$ cat src/sv/vpus_pkg.sv
// Package for the vehicle power-up supervisor: field widths, register indexes,
// action and relay codes, reset values and fixed thresholds.
// No dependencies.
package vpus_pkg;

  localparam int CNT_W    = 8;
  localparam int PCT_W    = 7;
  localparam int VOLT_W   = 16;
  localparam int PRESS_W  = 16;
  localparam int THR_W    = 10;
  localparam int MASK_W   = 5;
  localparam int MODE_W   = 2;
  localparam int CFG_IDX_W  = 3;
  localparam int CFG_DATA_W = 16;
  localparam int IN_DATA_W  = 88;
  localparam int OUT_DATA_W = 32;
  localparam int NUM_MOTORS = 2;

  localparam logic [PCT_W-1:0]  PEDAL_MAX_PCT  = 7'd100;
  localparam logic [VOLT_W-1:0] BAT_MIN_VOLT   = 16'd300;
  localparam logic [THR_W-1:0]  THR_MAX        = 10'd999;
  localparam logic [13:0]       THR_STOP_BELOW = 14'd10;
  localparam logic [13:0]       THR_ROUND      = 14'd5;
  localparam logic [12:0]       RECIP_TEN      = 13'd6554;

  localparam logic [CNT_W-1:0]   RST_PEDAL_TIMEOUT = 8'd2;
  localparam logic [CNT_W-1:0]   RST_PEDAL_FAIL    = 8'd2;
  localparam logic [CNT_W-1:0]   RST_MOTOR_TIMEOUT = 8'd5;
  localparam logic [CNT_W-1:0]   RST_BMS_TIMEOUT   = 8'd5;
  localparam logic [CNT_W-1:0]   RST_RELAY_TIMEOUT = 8'd5;
  localparam logic [PCT_W-1:0]   RST_MAX_THROTTLE  = 7'd10;
  localparam logic [PRESS_W-1:0] RST_BRAKE_VALID   = 16'd3000;
  localparam logic [PRESS_W-1:0] RST_BRAKE_LIGHT   = 16'd5600;

  typedef enum logic [CFG_IDX_W-1:0] {
    REG_PEDAL_TIMEOUT = 3'd0,
    REG_PEDAL_FAIL    = 3'd1,
    REG_MOTOR_TIMEOUT = 3'd2,
    REG_BMS_TIMEOUT   = 3'd3,
    REG_RELAY_TIMEOUT = 3'd4,
    REG_MAX_THROTTLE  = 3'd5,
    REG_BRAKE_VALID   = 3'd6,
    REG_BRAKE_LIGHT   = 3'd7
  } cfg_reg_t;

  typedef enum logic [1:0] {
    ACT_NONE     = 2'd0,
    ACT_REQ_SPD  = 2'd1,
    ACT_STOP     = 2'd2,
    ACT_THROTTLE = 2'd3
  } action_t;

  typedef enum logic [1:0] {
    RELAY_AIR       = 2'd0,
    RELAY_PRECHARGE = 2'd1,
    RELAY_UNKNOWN   = 2'd2
  } relay_state_t;

  localparam logic [MODE_W-1:0] MODE_UNKNOWN = 2'd0;
  localparam logic [MODE_W-1:0] MODE_SPEED   = 2'd1;
  localparam logic [MODE_W-1:0] MODE_TORQUE  = 2'd2;

  // Packed so that the first member lands in the highest bits.
  typedef struct packed {
    logic [THR_W-1:0] right_throttle;
    action_t          right_action;
    logic [THR_W-1:0] left_throttle;
    action_t          left_action;
    logic             brake_light;
    logic             loop_closed;
    logic             relay_command;
  } result_t;

  localparam int RESULT_W = $bits(result_t);

endpackage

$ cat src/sv/vehicle_power_up_supervisor.sv
// Top level of the vehicle power-up supervisor: liveness tracking, relay and
// shutdown-loop control, motor commands and brake light in one pass.
// Depends on vpus_pkg.
//
//   port group | role   | tdata fields, lowest bit up
//   in_*       | slave  | one control frame of sensor and controller data
//   out_*      | master | relay, loop, brake light and both motor commands
//   cfg_*      | write  | eight threshold and scaling registers
//
// Each frame is handled in one pass: the combinational update runs from the
// state registers and the incoming transaction straight into the result register.
// A new transaction is taken every cycle while the result register is empty or
// being drained; a stalled result holds the input side for as long as the stall lasts.
// Synchronous reset clears all state but the result data and loads the register defaults.
module vehicle_power_up_supervisor
  import vpus_pkg::*;
(
  input  logic                  clk,
  input  logic                  rst_n,
  input  logic                  in_tvalid,
  output logic                  in_tready,
  // fresh_mask[4:0], pedal_good[5], pedal_pos[12:6], battery_voltage[28:13],
  // relay_report[29], left_mode[31:30], left_voltage[47:32], right_mode[49:48],
  // right_voltage[65:50], brake_pressure[81:66], zero fill above.
  input  logic [IN_DATA_W-1:0]  in_tdata,
  output logic                  out_tvalid,
  input  logic                  out_tready,
  // relay_command[0], loop_closed[1], brake_light[2], left_action[4:3],
  // left_throttle[14:5], right_action[16:15], right_throttle[26:17], zero fill.
  output logic [OUT_DATA_W-1:0] out_tdata,
  input  logic                  cfg_wr_en,
  input  logic [CFG_IDX_W-1:0]  cfg_index,
  input  logic [CFG_DATA_W-1:0] cfg_wdata
);

  logic [CNT_W-1:0]   pedal_timeout_r, pedal_fail_r, motor_timeout_r;
  logic [CNT_W-1:0]   bms_timeout_r, relay_timeout_r;
  logic [PCT_W-1:0]   max_throttle_r;
  logic [PRESS_W-1:0] brake_valid_r, brake_light_r;

  logic               pedal_alive_r, pedal_alive_nxt;
  logic [CNT_W-1:0]   pedal_silent_r, pedal_silent_nxt;
  logic [CNT_W-1:0]   pedal_bad_r, pedal_bad_nxt;
  logic               pedal_ever_r, pedal_ever_nxt;
  logic [PCT_W-1:0]   pedal_pos_r, pedal_pos_nxt;
  logic               bms_alive_r, bms_alive_nxt;
  logic [CNT_W-1:0]   bms_silent_r, bms_silent_nxt;
  logic [VOLT_W-1:0]  bat_volt_r, bat_volt_nxt;
  logic               relay_alive_r, relay_alive_nxt;
  logic [CNT_W-1:0]   relay_silent_r, relay_silent_nxt;
  relay_state_t       relay_state_r, relay_state_nxt;
  logic [NUM_MOTORS-1:0] mot_alive_r, mot_alive_nxt;
  logic [CNT_W-1:0]   mot_silent_r [NUM_MOTORS];
  logic [CNT_W-1:0]   mot_silent_nxt [NUM_MOTORS];
  logic [MODE_W-1:0]  mot_mode_r [NUM_MOTORS];
  logic [MODE_W-1:0]  mot_mode_nxt [NUM_MOTORS];
  logic [VOLT_W-1:0]  mot_volt_r [NUM_MOTORS];
  logic [VOLT_W-1:0]  mot_volt_nxt [NUM_MOTORS];
  logic               precharge_done_r, precharge_done_nxt;

  logic               out_valid_r;
  result_t            result_r, result_nxt;

  logic               in_fire;
  logic [MASK_W-1:0]  fresh_mask;
  logic               pedal_good;
  logic [PCT_W-1:0]   pedal_pos;
  logic [VOLT_W-1:0]  battery_voltage;
  logic               relay_report;
  logic [MODE_W-1:0]  in_mode [NUM_MOTORS];
  logic [VOLT_W-1:0]  in_volt [NUM_MOTORS];
  logic [PRESS_W-1:0] brake_pressure;

  logic               intact, over, both, relay_air, loop_on, pd_set, enable;
  logic [13:0]        thr_prod;
  logic [27:0]        thr_scaled;
  logic [THR_W-1:0]   thr_val;
  logic               thr_stop;
  logic [20:0]        bat_x19;
  logic [20:0]        mot_x20 [NUM_MOTORS];
  action_t            mot_act [NUM_MOTORS];
  logic [THR_W-1:0]   mot_thr [NUM_MOTORS];

  function automatic logic [CNT_W-1:0] sat_inc(input logic [CNT_W-1:0] c);
    return (c == {CNT_W{1'b1}}) ? c : c + 1'b1;
  endfunction

  assign in_fire   = in_tvalid && in_tready;
  assign in_tready = !out_valid_r || out_tready;
  assign out_tvalid = out_valid_r;
  assign out_tdata  = {{(OUT_DATA_W-RESULT_W){1'b0}}, result_r};

  assign fresh_mask      = in_tdata[4:0];
  assign pedal_good      = in_tdata[5];
  assign pedal_pos       = in_tdata[12:6];
  assign battery_voltage = in_tdata[28:13];
  assign relay_report    = in_tdata[29];
  assign in_mode[0]      = in_tdata[31:30];
  assign in_volt[0]      = in_tdata[47:32];
  assign in_mode[1]      = in_tdata[49:48];
  assign in_volt[1]      = in_tdata[65:50];
  assign brake_pressure  = in_tdata[81:66];

  always_comb begin
    pedal_alive_nxt  = pedal_alive_r;
    pedal_silent_nxt = pedal_silent_r;
    pedal_bad_nxt    = pedal_bad_r;
    pedal_ever_nxt   = pedal_ever_r;
    pedal_pos_nxt    = pedal_pos_r;
    if (fresh_mask[0]) begin
      pedal_silent_nxt = '0;
      if (pedal_good && pedal_pos <= PEDAL_MAX_PCT) begin
        pedal_bad_nxt   = '0;
        pedal_alive_nxt = 1'b1;
        pedal_pos_nxt   = pedal_pos;
        pedal_ever_nxt  = 1'b1;
      end else begin
        pedal_bad_nxt = sat_inc(pedal_bad_r);
        if (pedal_bad_nxt >= pedal_fail_r) begin
          pedal_alive_nxt = 1'b0;
        end
      end
    end else begin
      pedal_silent_nxt = sat_inc(pedal_silent_r);
      if (pedal_silent_nxt >= pedal_timeout_r) begin
        pedal_alive_nxt = 1'b0;
      end
    end

    bms_alive_nxt  = bms_alive_r;
    bms_silent_nxt = bms_silent_r;
    bat_volt_nxt   = bat_volt_r;
    if (fresh_mask[1]) begin
      bms_silent_nxt = '0;
      bms_alive_nxt  = 1'b1;
      bat_volt_nxt   = battery_voltage;
    end else begin
      bms_silent_nxt = sat_inc(bms_silent_r);
      if (bms_silent_nxt > bms_timeout_r) begin
        bms_alive_nxt = 1'b0;
      end
    end

    relay_alive_nxt  = relay_alive_r;
    relay_silent_nxt = relay_silent_r;
    relay_state_nxt  = relay_state_r;
    if (fresh_mask[2]) begin
      relay_silent_nxt = '0;
      relay_alive_nxt  = 1'b1;
      relay_state_nxt  = relay_report ? RELAY_PRECHARGE : RELAY_AIR;
    end else begin
      relay_silent_nxt = sat_inc(relay_silent_r);
      if (relay_silent_nxt >= relay_timeout_r) begin
        relay_alive_nxt = 1'b0;
      end
    end

    for (int m = 0; m < NUM_MOTORS; m++) begin
      mot_alive_nxt[m]  = mot_alive_r[m];
      mot_silent_nxt[m] = mot_silent_r[m];
      mot_mode_nxt[m]   = mot_mode_r[m];
      mot_volt_nxt[m]   = mot_volt_r[m];
      if (fresh_mask[3+m]) begin
        mot_silent_nxt[m] = '0;
        if (in_mode[m] == MODE_SPEED || in_mode[m] == MODE_TORQUE) begin
          mot_alive_nxt[m] = 1'b1;
          mot_mode_nxt[m]  = in_mode[m];
          mot_volt_nxt[m]  = in_volt[m];
        end else begin
          mot_alive_nxt[m] = 1'b0;
        end
      end else begin
        mot_silent_nxt[m] = sat_inc(mot_silent_r[m]);
        if (mot_silent_nxt[m] >= motor_timeout_r) begin
          mot_alive_nxt[m] = 1'b0;
        end
      end
    end
  end

  always_comb begin
    bat_x19 = {1'b0, bat_volt_nxt, 4'b0} + {3'b0, bat_volt_nxt, 1'b0} +
              {5'b0, bat_volt_nxt};
    for (int m = 0; m < NUM_MOTORS; m++) begin
      mot_x20[m] = {1'b0, mot_volt_nxt[m], 4'b0} + {3'b0, mot_volt_nxt[m], 2'b0};
    end
    intact = pedal_alive_nxt && bms_alive_nxt && relay_alive_nxt &&
             (brake_pressure > brake_valid_r);
    over   = (mot_x20[0] > bat_x19) && (mot_x20[1] > bat_x19) &&
             (bat_volt_nxt > BAT_MIN_VOLT);
    both   = mot_alive_nxt[0] && mot_alive_nxt[1];
    relay_air = intact && both && (over || precharge_done_r);
    pd_set    = precharge_done_r || relay_air;
    loop_on   = intact && (relay_state_nxt == RELAY_PRECHARGE || pd_set);
    precharge_done_nxt = loop_on && pd_set;
    enable = intact && both && (relay_state_nxt == RELAY_AIR);

    thr_prod   = {7'b0, pedal_pos_nxt} * {7'b0, max_throttle_r};
    thr_scaled = {14'b0, thr_prod + THR_ROUND} * {15'b0, RECIP_TEN};
    thr_stop   = (pedal_pos_nxt == '0) || (thr_prod < THR_STOP_BELOW);
    thr_val    = (thr_scaled[27:16] > {2'b0, THR_MAX}) ? THR_MAX : thr_scaled[25:16];

    for (int m = 0; m < NUM_MOTORS; m++) begin
      mot_act[m] = ACT_NONE;
      mot_thr[m] = '0;
      if (enable) begin
        if (mot_mode_nxt[m] != MODE_SPEED) begin
          mot_act[m] = ACT_REQ_SPD;
        end else if (pedal_ever_nxt) begin
          if (thr_stop) begin
            mot_act[m] = ACT_STOP;
          end else begin
            mot_act[m] = ACT_THROTTLE;
            mot_thr[m] = thr_val;
          end
        end
      end
    end

    result_nxt.relay_command  = !relay_air;
    result_nxt.loop_closed    = loop_on;
    result_nxt.brake_light    = brake_pressure > brake_light_r;
    result_nxt.left_action    = mot_act[0];
    result_nxt.left_throttle  = mot_thr[0];
    result_nxt.right_action   = mot_act[1];
    result_nxt.right_throttle = mot_thr[1];
  end

  always_ff @(posedge clk) begin
    if (!rst_n) begin
      pedal_timeout_r <= RST_PEDAL_TIMEOUT;
      pedal_fail_r    <= RST_PEDAL_FAIL;
      motor_timeout_r <= RST_MOTOR_TIMEOUT;
      bms_timeout_r   <= RST_BMS_TIMEOUT;
      relay_timeout_r <= RST_RELAY_TIMEOUT;
      max_throttle_r  <= RST_MAX_THROTTLE;
      brake_valid_r   <= RST_BRAKE_VALID;
      brake_light_r   <= RST_BRAKE_LIGHT;
    end else if (cfg_wr_en) begin
      unique case (cfg_reg_t'(cfg_index))
        REG_PEDAL_TIMEOUT: pedal_timeout_r <= cfg_wdata[CNT_W-1:0];
        REG_PEDAL_FAIL:    pedal_fail_r    <= cfg_wdata[CNT_W-1:0];
        REG_MOTOR_TIMEOUT: motor_timeout_r <= cfg_wdata[CNT_W-1:0];
        REG_BMS_TIMEOUT:   bms_timeout_r   <= cfg_wdata[CNT_W-1:0];
        REG_RELAY_TIMEOUT: relay_timeout_r <= cfg_wdata[CNT_W-1:0];
        REG_MAX_THROTTLE:  max_throttle_r  <= cfg_wdata[PCT_W-1:0];
        REG_BRAKE_VALID:   brake_valid_r   <= cfg_wdata[PRESS_W-1:0];
        REG_BRAKE_LIGHT:   brake_light_r   <= cfg_wdata[PRESS_W-1:0];
        default: ;
      endcase
    end
  end

  always_ff @(posedge clk) begin
    if (!rst_n) begin
      pedal_alive_r    <= 1'b0;
      pedal_silent_r   <= '0;
      pedal_bad_r      <= '0;
      pedal_ever_r     <= 1'b0;
      pedal_pos_r      <= '0;
      bms_alive_r      <= 1'b0;
      bms_silent_r     <= '0;
      bat_volt_r       <= '0;
      relay_alive_r    <= 1'b0;
      relay_silent_r   <= '0;
      relay_state_r    <= RELAY_UNKNOWN;
      mot_alive_r      <= '0;
      precharge_done_r <= 1'b0;
      for (int m = 0; m < NUM_MOTORS; m++) begin
        mot_silent_r[m] <= '0;
        mot_mode_r[m]   <= MODE_UNKNOWN;
        mot_volt_r[m]   <= '0;
      end
    end else if (in_fire) begin
      pedal_alive_r    <= pedal_alive_nxt;
      pedal_silent_r   <= pedal_silent_nxt;
      pedal_bad_r      <= pedal_bad_nxt;
      pedal_ever_r     <= pedal_ever_nxt;
      pedal_pos_r      <= pedal_pos_nxt;
      bms_alive_r      <= bms_alive_nxt;
      bms_silent_r     <= bms_silent_nxt;
      bat_volt_r       <= bat_volt_nxt;
      relay_alive_r    <= relay_alive_nxt;
      relay_silent_r   <= relay_silent_nxt;
      relay_state_r    <= relay_state_nxt;
      mot_alive_r      <= mot_alive_nxt;
      precharge_done_r <= precharge_done_nxt;
      for (int m = 0; m < NUM_MOTORS; m++) begin
        mot_silent_r[m] <= mot_silent_nxt[m];
        mot_mode_r[m]   <= mot_mode_nxt[m];
        mot_volt_r[m]   <= mot_volt_nxt[m];
      end
    end
  end

  always_ff @(posedge clk) begin
    if (!rst_n) begin
      out_valid_r <= 1'b0;
    end else if (in_fire) begin
      out_valid_r <= 1'b1;
    end else if (out_tready) begin
      out_valid_r <= 1'b0;
    end
  end

  always_ff @(posedge clk) begin
    if (in_fire) begin
      result_r <= result_nxt;
    end
  end

`ifndef ASSERT_OFF
  a_thr_zero_unless_throttle: assert property (@(posedge clk) disable iff (!rst_n)
    out_valid_r && result_r.left_action != ACT_THROTTLE |-> result_r.left_throttle == '0)
    else $error("left throttle nonzero without throttle action");

  a_thr_max: assert property (@(posedge clk) disable iff (!rst_n)
    out_valid_r |-> (result_r.left_throttle <= THR_MAX && result_r.right_throttle <= THR_MAX))
    else $error("throttle above maximum");

  a_accept_gives_result: assert property (@(posedge clk) disable iff (!rst_n)
    in_fire |=> out_valid_r)
    else $error("accepted frame produced no result");

  a_precharge_needs_loop: assert property (@(posedge clk) disable iff (!rst_n)
    in_fire && !result_nxt.loop_closed |=> !precharge_done_r)
    else $error("precharge done latched with loop open");

  a_air_needs_loop_or_done: assert property (@(posedge clk) disable iff (!rst_n)
    out_valid_r && !result_r.relay_command |-> result_r.loop_closed)
    else $error("AIR commanded with shutdown loop open");
`endif

endmodule
$ cat config.mk
export PLATFORM = sky130hd
export DESIGN_NAME = vehicle_power_up_supervisor
export DESIGN_NICKNAME = d
export VERILOG_FILES = /design/src/sv/vpus_pkg.sv /design/src/sv/vehicle_power_up_supervisor.sv
export SDC_FILE = /design/constraint.sdc
export NUM_CORES = 1
export LEC_CHECK = 0
export BUFFER_PORTS_ARGS = -buffer_cell sky130_fd_sc_hd__buf_2
export CORE_ASPECT_RATIO = 0.9
export CORE_MARGIN = 5
export CORE_UTILIZATION = 40
export CTS_CLUSTER_SIZE = 30
export DETAILED_ROUTE_END_ITERATION = 8
export PLACE_DENSITY = 0.56
export SLEW_MARGIN = 20
export SYNTH_ARGS = -nofsm -noshare
export SYNTH_HDL_FRONTEND = slang
export SYNTH_SLANG_ARGS = --single-unit
$ cat constraint.sdc
create_clock -name clk -period 9.9 [get_ports clk]
set_input_delay 0 -clock clk [delete_from_list [all_inputs] [get_ports clk]]
set_output_delay 0 -clock clk [all_outputs]
set_load 0.1 [all_outputs]
After elaboration in Yosys (flattened, before gate mapping)

Memory sizes are Yosys's and may differ from the RTL's.
Index checks and enable logic that the tools add are counted.

Bits in registers: 171
Bits in writable memories: 52
Output and inout port bits: 34
Word-level logic and storage cells: 185
Memories kept: 3

Add/sub/neg operators: 11
Multiply operators: 2
Order comparisons: 14
Eq/ne operators: 20
Multiplexer cells: 60
Bitwise operators: 7
Reductions and logical operators: 37

Memories:

| name         | words | bits a word | rd ports | clocked after Yosys merged registers in | wr ports | RTL line                          | text |
|---|---|---|---|---|---|---|---|
| mot_volt_r   | 2     | 16          | 2        | 0                                       | 2        | vehicle_power_up_supervisor.sv:57 | `logic [VOLT_W-1:0] mot_volt_r [NUM_MOTORS];` |
| mot_silent_r | 2     | 8           | 2        | 0                                       | 2        | vehicle_power_up_supervisor.sv:53 | `logic [CNT_W-1:0] mot_silent_r [NUM_MOTORS];` |
| mot_mode_r   | 2     | 2           | 2        | 0                                       | 2        | vehicle_power_up_supervisor.sv:55 | `logic [MODE_W-1:0] mot_mode_r [NUM_MOTORS];` |

Operators by type and width:

| kind                                                                    | count |
|---|---|
| 16-bit 2-to-1 mux                                                       | 7 |
| 8-bit 2-to-1 mux                                                        | 14 |
| 8-bit by 1-bit adder with 8-bit output (second input constant)          | 6 |
| 8-bit == test (second input constant)                                   | 6 |
| 20-bit by 18-bit adder with 21-bit output                               | 2 |
| 21-bit > comparator                                                     | 2 |
| 8-bit >= comparator                                                     | 5 |
| 16-bit > comparator                                                     | 2 |
| 10-bit 2-to-1 mux                                                       | 3 |
| 14-bit by 12-bit multiplier with 26-bit output (second input constant)  | 1 |
| 1-bit 2-to-1 mux                                                        | 26 |
| 20-bit by 17-bit adder with 21-bit output                               | 1 |
| 21-bit by 16-bit adder with 21-bit output                               | 1 |
| 2-bit AND reduction                                                     | 9 |
| 16-bit by 9-bit > comparator with 1-bit output (second input constant)  | 1 |
| 2-bit 2-to-1 mux                                                        | 8 |
| 14-bit by 3-bit adder with 14-bit output (second input constant)        | 1 |
| 14-bit by 4-bit < comparator with 1-bit output (second input constant)  | 1 |
| 7-bit by 7-bit multiplier with 14-bit output                            | 1 |
| 7-bit 2-to-1 mux                                                        | 2 |
| 1-bit logical AND                                                       | 13 |
| 3-bit == test (second input constant)                                   | 4 |
| 11-bit by 10-bit > comparator with 1-bit output (second input constant) | 1 |
| 8-bit > comparator                                                      | 1 |
| 15 further kinds                                                        | 33 |

Logic depth before layout (Yosys ltp)

Depth after elaboration: 15
Depth in mapped cells: 42
Depth with buffers taken out: 40

Least setup slack after synthesis

Ideal clock, no wire load.

Path kind: in2reg
Start: input port in_tdata[6]
End: register result_r (netlist bit out_tdata[17]), data pin
Arrival: 9.876 ns
Data required time: 9.626 ns
Path slack: -0.250 ns
Stages: 40
Path buffers: 1
Cell sequence: o21ai_1 -> a21oi_1 -> nor2_2 -> mux2i_1 -> nor2b_1 -> fa_1 -> inv_1 -> fa_1 -> inv_1 -> fa_1 -> inv_1 -> fa_1 -> inv_1 -> ha_1 -> a21oi_1 -> inv_1 -> o21a_1 -> nor3_1 -> (+4 left out) -> fa_1 -> inv_1 -> fa_1 -> fa_1 -> inv_1 -> fa_1 -> inv_1 -> ha_1 -> a21oi_1 -> o21ai_0 -> a31o_2 -> o211ai_1 -> a21oi_1 -> o311a_1 -> a2111oi_1 -> or2_2 -> clkbuf_1 -> a31oi_1

Cells in the longest elaborated chain, start to end: 11
Elaborated cells between the ends (all ways): 25
Classes of those cells: 1 x add/sub; 2 x mul; 3 x order compare; 9 x mux; 1 x bitwise; 9 x reduce/logical

Ends and longest elaborated chain:

| item                                                                                 | RTL line                                                               | text |
|---|---|---|
| start: declaration                                                                   | vehicle_power_up_supervisor.sv:25                                      | `input logic [IN_DATA_W-1:0] in_tdata,` |
| 7-bit less-or-equal comparator                                                       | vehicle_power_up_supervisor.sv:112                                     | `if (pedal_good && pedal_pos <= PEDAL_MAX_PCT) begin` |
| 1-bit logical AND                                                                    | vehicle_power_up_supervisor.sv:112                                     |  |
| 7-bit 2-to-1 mux or 1-bit 2-to-1 mux (tied branches)                                 | vehicle_power_up_supervisor.sv:112                                     |  |
| 7-bit 2-to-1 mux or 1-bit 2-to-1 mux (tied branches)                                 | vehicle_power_up_supervisor.sv:110                                     | `if (fresh_mask[0]) begin` |
| 7-bit by 7-bit multiplier with 14-bit output or 1-bit logical AND (tied branches)    | vehicle_power_up_supervisor.sv:198, vehicle_power_up_supervisor.sv:187 |  |
| 14-bit by 3-bit adder with 14-bit output or 1-bit logical AND (tied branches)        | vehicle_power_up_supervisor.sv:199, vehicle_power_up_supervisor.sv:187 |  |
| 14-bit by 12-bit multiplier with 26-bit output or 1-bit logical AND (tied branches)  | vehicle_power_up_supervisor.sv:199, vehicle_power_up_supervisor.sv:187 |  |
| 11-bit by 10-bit > comparator with 1-bit output or 1-bit logical AND (tied branches) | vehicle_power_up_supervisor.sv:201, vehicle_power_up_supervisor.sv:196 |  |
| 10-bit 2-to-1 mux or 1-bit logical AND (tied branches)                               | vehicle_power_up_supervisor.sv:201, vehicle_power_up_supervisor.sv:196 |  |
| 10-bit 2-to-1 mux or 1-bit inverter (tied branches)                                  | --                                                                     |  |
| 10-bit 2-to-1 mux or 2-bit OR reduction (tied branches)                              | --                                                                     |  |
| end signal: assignment                                                               | vehicle_power_up_supervisor.sv:308                                     | `result_r <= result_nxt;` |
| end: declaration                                                                     | vehicle_power_up_supervisor.sv:62                                      | `result_t result_r, result_nxt;` |

Several ways; a longest one is shown, not always the timed one.
A chain may end at the register's enable or synchronous reset.

Worst setup path in the final report

Start: register pedal_pos_r[4]
End: register result_r (netlist bit out_tdata[26]), data pin

Cells in the longest elaborated chain, start to end: 9
Elaborated cells between the ends (all ways): 12
Classes of those cells: 1 x add/sub; 2 x mul; 2 x order compare; 5 x mux; 2 x reduce/logical

Ends and longest elaborated chain:

| item                                            | RTL line                           | text |
|---|---|---|
| start: declaration                              | vehicle_power_up_supervisor.sv:45  | `logic [PCT_W-1:0] pedal_pos_r, pedal_pos_nxt;` |
| start signal: assignment                        | vehicle_power_up_supervisor.sv:279 | `pedal_pos_r <= pedal_pos_nxt;` |
| 7-bit 2-to-1 mux                                | vehicle_power_up_supervisor.sv:112 |  |
| 7-bit 2-to-1 mux *                              | vehicle_power_up_supervisor.sv:110 |  |
| 7-bit by 7-bit multiplier with 14-bit output    | vehicle_power_up_supervisor.sv:198 | `thr_prod = {7'b0, pedal_pos_nxt} * {7'b0, max_throttle_r};` |
| 14-bit by 3-bit adder with 14-bit output        | vehicle_power_up_supervisor.sv:199 | `thr_scaled = {14'b0, thr_prod + THR_ROUND} * {15'b0, RECIP_TEN};` |
| 14-bit by 12-bit multiplier with 26-bit output  | vehicle_power_up_supervisor.sv:199 |  |
| 11-bit by 10-bit > comparator with 1-bit output | vehicle_power_up_supervisor.sv:201 | `thr_val = (thr_scaled[27:16] > {2'b0, THR_MAX}) ? THR_MAX : thr_scaled[25:16];` |
| 10-bit 2-to-1 mux                               | vehicle_power_up_supervisor.sv:201 |  |
| 10-bit 2-to-1 mux * (2 in series)               | --                                 |  |

Mark *: on every way between the ends. The rest lies on a longest branch, timed or not.

==> metrics.md <==
| Metric | Value |
|---|---|
| RSZ-0062 raised after global routing | true |
| Placer Congestion | 0.877 |
| DR iter-0 viols | between 800 and 900 |
| FP Rows | between 70 and 80 |
| Tmin final | 9.45 ns |
| Die span in y | around 220 microns |
| Dominant synthesized flop cell | dfxtp_1 |
| Core Region | around 50000 sq um |
| Final Cycle Share | 0.955 |
| Max clock buf depth | 3 |
| Synth area leader | ha_1 |
| Pin count of the biggest net entering global routing | 98 |
| Tightest Pin Transition | 0.996 ns |
| Met3 WL post-DR | between 1500 and 2000 microns |
| Non-filler cells, final | 3278 |
| Wire length on met2 | roughly 23000 microns |
| Crit end category | flip-flop |
| Initial antenna violation count | 1 |
| Chip Width | between 200 and 250 microns |
| CTS tree | done |
| Syn Inst Count | 2300 |
| Most common cell in the netlist | ha_1 |
| Initial Util | 0.403 |
| Startpoint types | flip-flop |
| Setup Viol. Count Final | 0 |
| Leakage Power | between 10 and 15 nW |
| Top layer in use | met4 |
| Critical path's slowest cell | fa_1 |
| Clk sinks | 223 |
| Final ANT Viol Nets | 0 |
| Die ar. | around 55000 sq um |
| Final Max Slew Viols | 0 |
| Total global-route track usage | 0.187 |
| Data arrival, critical path | around 9.8 ns |
| Worst Path Required | a little over 10 ns |
| Vias in the first global route | 16900 |
| Htree depth | 1 |
| Via count | around 17000 |
| Power Total | ~0.0047 W |
| Layout cells sized above 1 | 0.145 |
| Final Hold Viols | 0 |
| # diodes | 0 |
| Share of the synthesized area in the top cell type | 0.183 |
| Worst-path clk slew | 0.06 ns |
| Crit path max fanout | 4 |
| Post-synth ARST share | 0 |
| Residual DRC count | 0 |
| P&R area growth vs syn | 19.3% |
| First-pass GRT wire length | approximately 86000 microns |
| Largest stage delay, worst path | 0.55 ns |
| Max cap viols | 0 |
| Root buffer cell | clkbuf_16 |
| Syn avg cell area | just under 9 sq um |
| Clock Latency Late Sink | 0.59 ns |
| Cell area after layout | 24200 sq um |
| Worst Skew | between 0.02 and 0.025 ns |
| # IOs | 146 |
| Worst hold path type | in -> reg |
| PortBufs | about 130 |
| Status | completed |
| Post-synth EDFFs | around 80 |
| DP Area | between 20000 and 25000 sq um |
| Setup Crit Path Kind | reg -> reg |
| Initial DRT Pass Iterations | 5 |
| Syn Std Cell Area | between 20000 and 25000 sq um |
| Slew margin rel. | 0.331 |
| Hold slack final | between 0.03 and 0.04 ns |
| Post-synth cell types | 71 |
| Max IR drop VDD | 218 uV |
| Top post-synthesis cells by area | ha_1 (18%), dfxtp_1 (14%), edfxtp_1 (12%), fa_1 (8.3%), inv_1 (4.8%) |
| Placed cells | about 3100 |
| FF+latch count, synth | around 220 |
| Final net count | around 3100 |
| Vias per inst | between 5 and 6 |
| F_max | roughly 110 MHz |
| Final Util | 0.481 |
| CTS Buf Count | 28 |
| Ys Warns | 0 |
| Final WL | roughly 52000 microns |
| Seq/Total Area, Yosys | 0.259 |
| DP HPWL | 40100 microns |
| WL met1 | 25900 microns |
| Grt total ovfl | 0 |
| P per Cell Area | 196 nW/um^2 |
| WL per Instance | approximately 16 microns |
| Commonest cells post-synth | ha_1 (297), inv_1 (260), nand2_1 (260) |
==> flip-flops by register name (all words and copies together) (netlist names), 16 cells and up <==
register       count
brake_valid_r     16
brake_light_r     16
mot_silent_r      16
mot_volt_r        32
out_tdata         27
bat_volt_r        16
==> report_power, final <==
group	switching (W)	leakage, nW	internal (W)
Sequential	0.0000193	2.01	0.000989
Clock	0.000426	0.443	0.000556
Combinational	0.00156	8.79	0.00120
Total	0.00200	11.2	0.00274
==> placed cells by master, fill, tap and decap left out, drive strengths merged, types with 6 or more instances in the layout <==
cell type,synthesis,final
a21oi,97,97
and3,16,16
o21a,23,23
nand2b,31,31
a31o,7,7
mux2i,19,19
a21o,44,44
or3,8,8
o211ai,32,32
mux2,49,49
xor2,37,37
and2,26,26
xnor2,68,68
a31oi,21,21
nor4,11,11
o21bai,6,6
nand2,260,260
fa,84,84
edfxtp,79,79
nor2,119,119
nor3,40,40
o21ai,54,54
o211a,9,9
buf,12,226
nor2b,91,91
a211oi,14,14
nor3b,27,27
clkbuf,59,33
dfxtp,144,144
ha,297,297
a22oi,19,19
nand3,64,64
clkinv,0,16
inv,260,262
dlygate4sd3,0,87
nand4,29,29
a21boi,76,76
or2,7,7
==> cell type report <==
class / instances / area (sq um)
Timing Repair Buffer: 313 / 2230
Tap cell: 680 / 851
Clock buffer: 33 / 729
Fill cell: 4874 / 26100
Sequential cell: 223 / 5260
Clock inverter: 19 / 150
Inverter: 260 / 976
Multi-Input combinational cell: 1750 / 14000
==> per-layer routing <==
| metal | track usage | vias up |
|---|---|---|
| met5 | 0 | - |
| met4 | 0.0378 | 0 |
| met3 | 0.0235 | 59 |
| met2 | 0.305 | 263 |
| met1 | 0.268 | 8032 |
| li1 | - | 8537 |
==> repair_timing <==
action	4_1_cts	5_1_grt
buffers inserted	0	0
endpoints found under the hold margin	174	0
gates resized for setup	0	41
hold buffers	87	0
setup endpoints to repair	0	20
==> worst max-delay path: cells and delay by family (launching register included) <==
kind / cells / cell delay, ns
flops: 1 / 0.32
compound gates: 7 / 1.73
mux: 1 / 0.27
buf+inv: 11 / 0.95
fa+ha+maj: 11 / 5.09
xor+xnor: 2 / 0.31
simple gates: 3 / 0.50
==> kinds of logic after synthesis <==
group           Yosys count  synth area share
xor+xnor                106            0.0464
buf+inv                 331            0.0626
fa+ha+maj               381             0.266
compound gates          446             0.150
simple gates            744             0.180
mux                      68            0.0365
other cells               1          0.000185
flops                   223             0.259
==> metrics by stage <==
| stage | setup TNS (ns) | worst slack, ns |
|---|---|---|
| after floorplan | 0 | 0.00530 |
| after global placement | -2.32 | -0.198 |
| after detailed placement | -5.43 | -0.350 |
| after CTS | 0 | 0.163 |
| after global routing | -1.01 | -0.0936 |
| final | 0 | 0.449 |
==> worst paths after layout <==
path | slack, ns | to | startpoint | depth (start not counted)
max | 0.45 | out_tdata[26]$_SDFFCE_PP0P_ | pedal_pos_r[4]$_SDFFE_PN0P_ | 35
min | 0.04 | pedal_silent_r[3]$_SDFFE_PN0P_ | in_tdata[0] | 5
max reg2reg | 0.45 | out_tdata[26]$_SDFFCE_PP0P_ | pedal_pos_r[4]$_SDFFE_PN0P_ | 35
min reg2reg | 0.46 | bat_volt_r[2]$_SDFFE_PN0P_ | bat_volt_r[2]$_SDFFE_PN0P_ | 2
(Power assumes the default switching activity.)
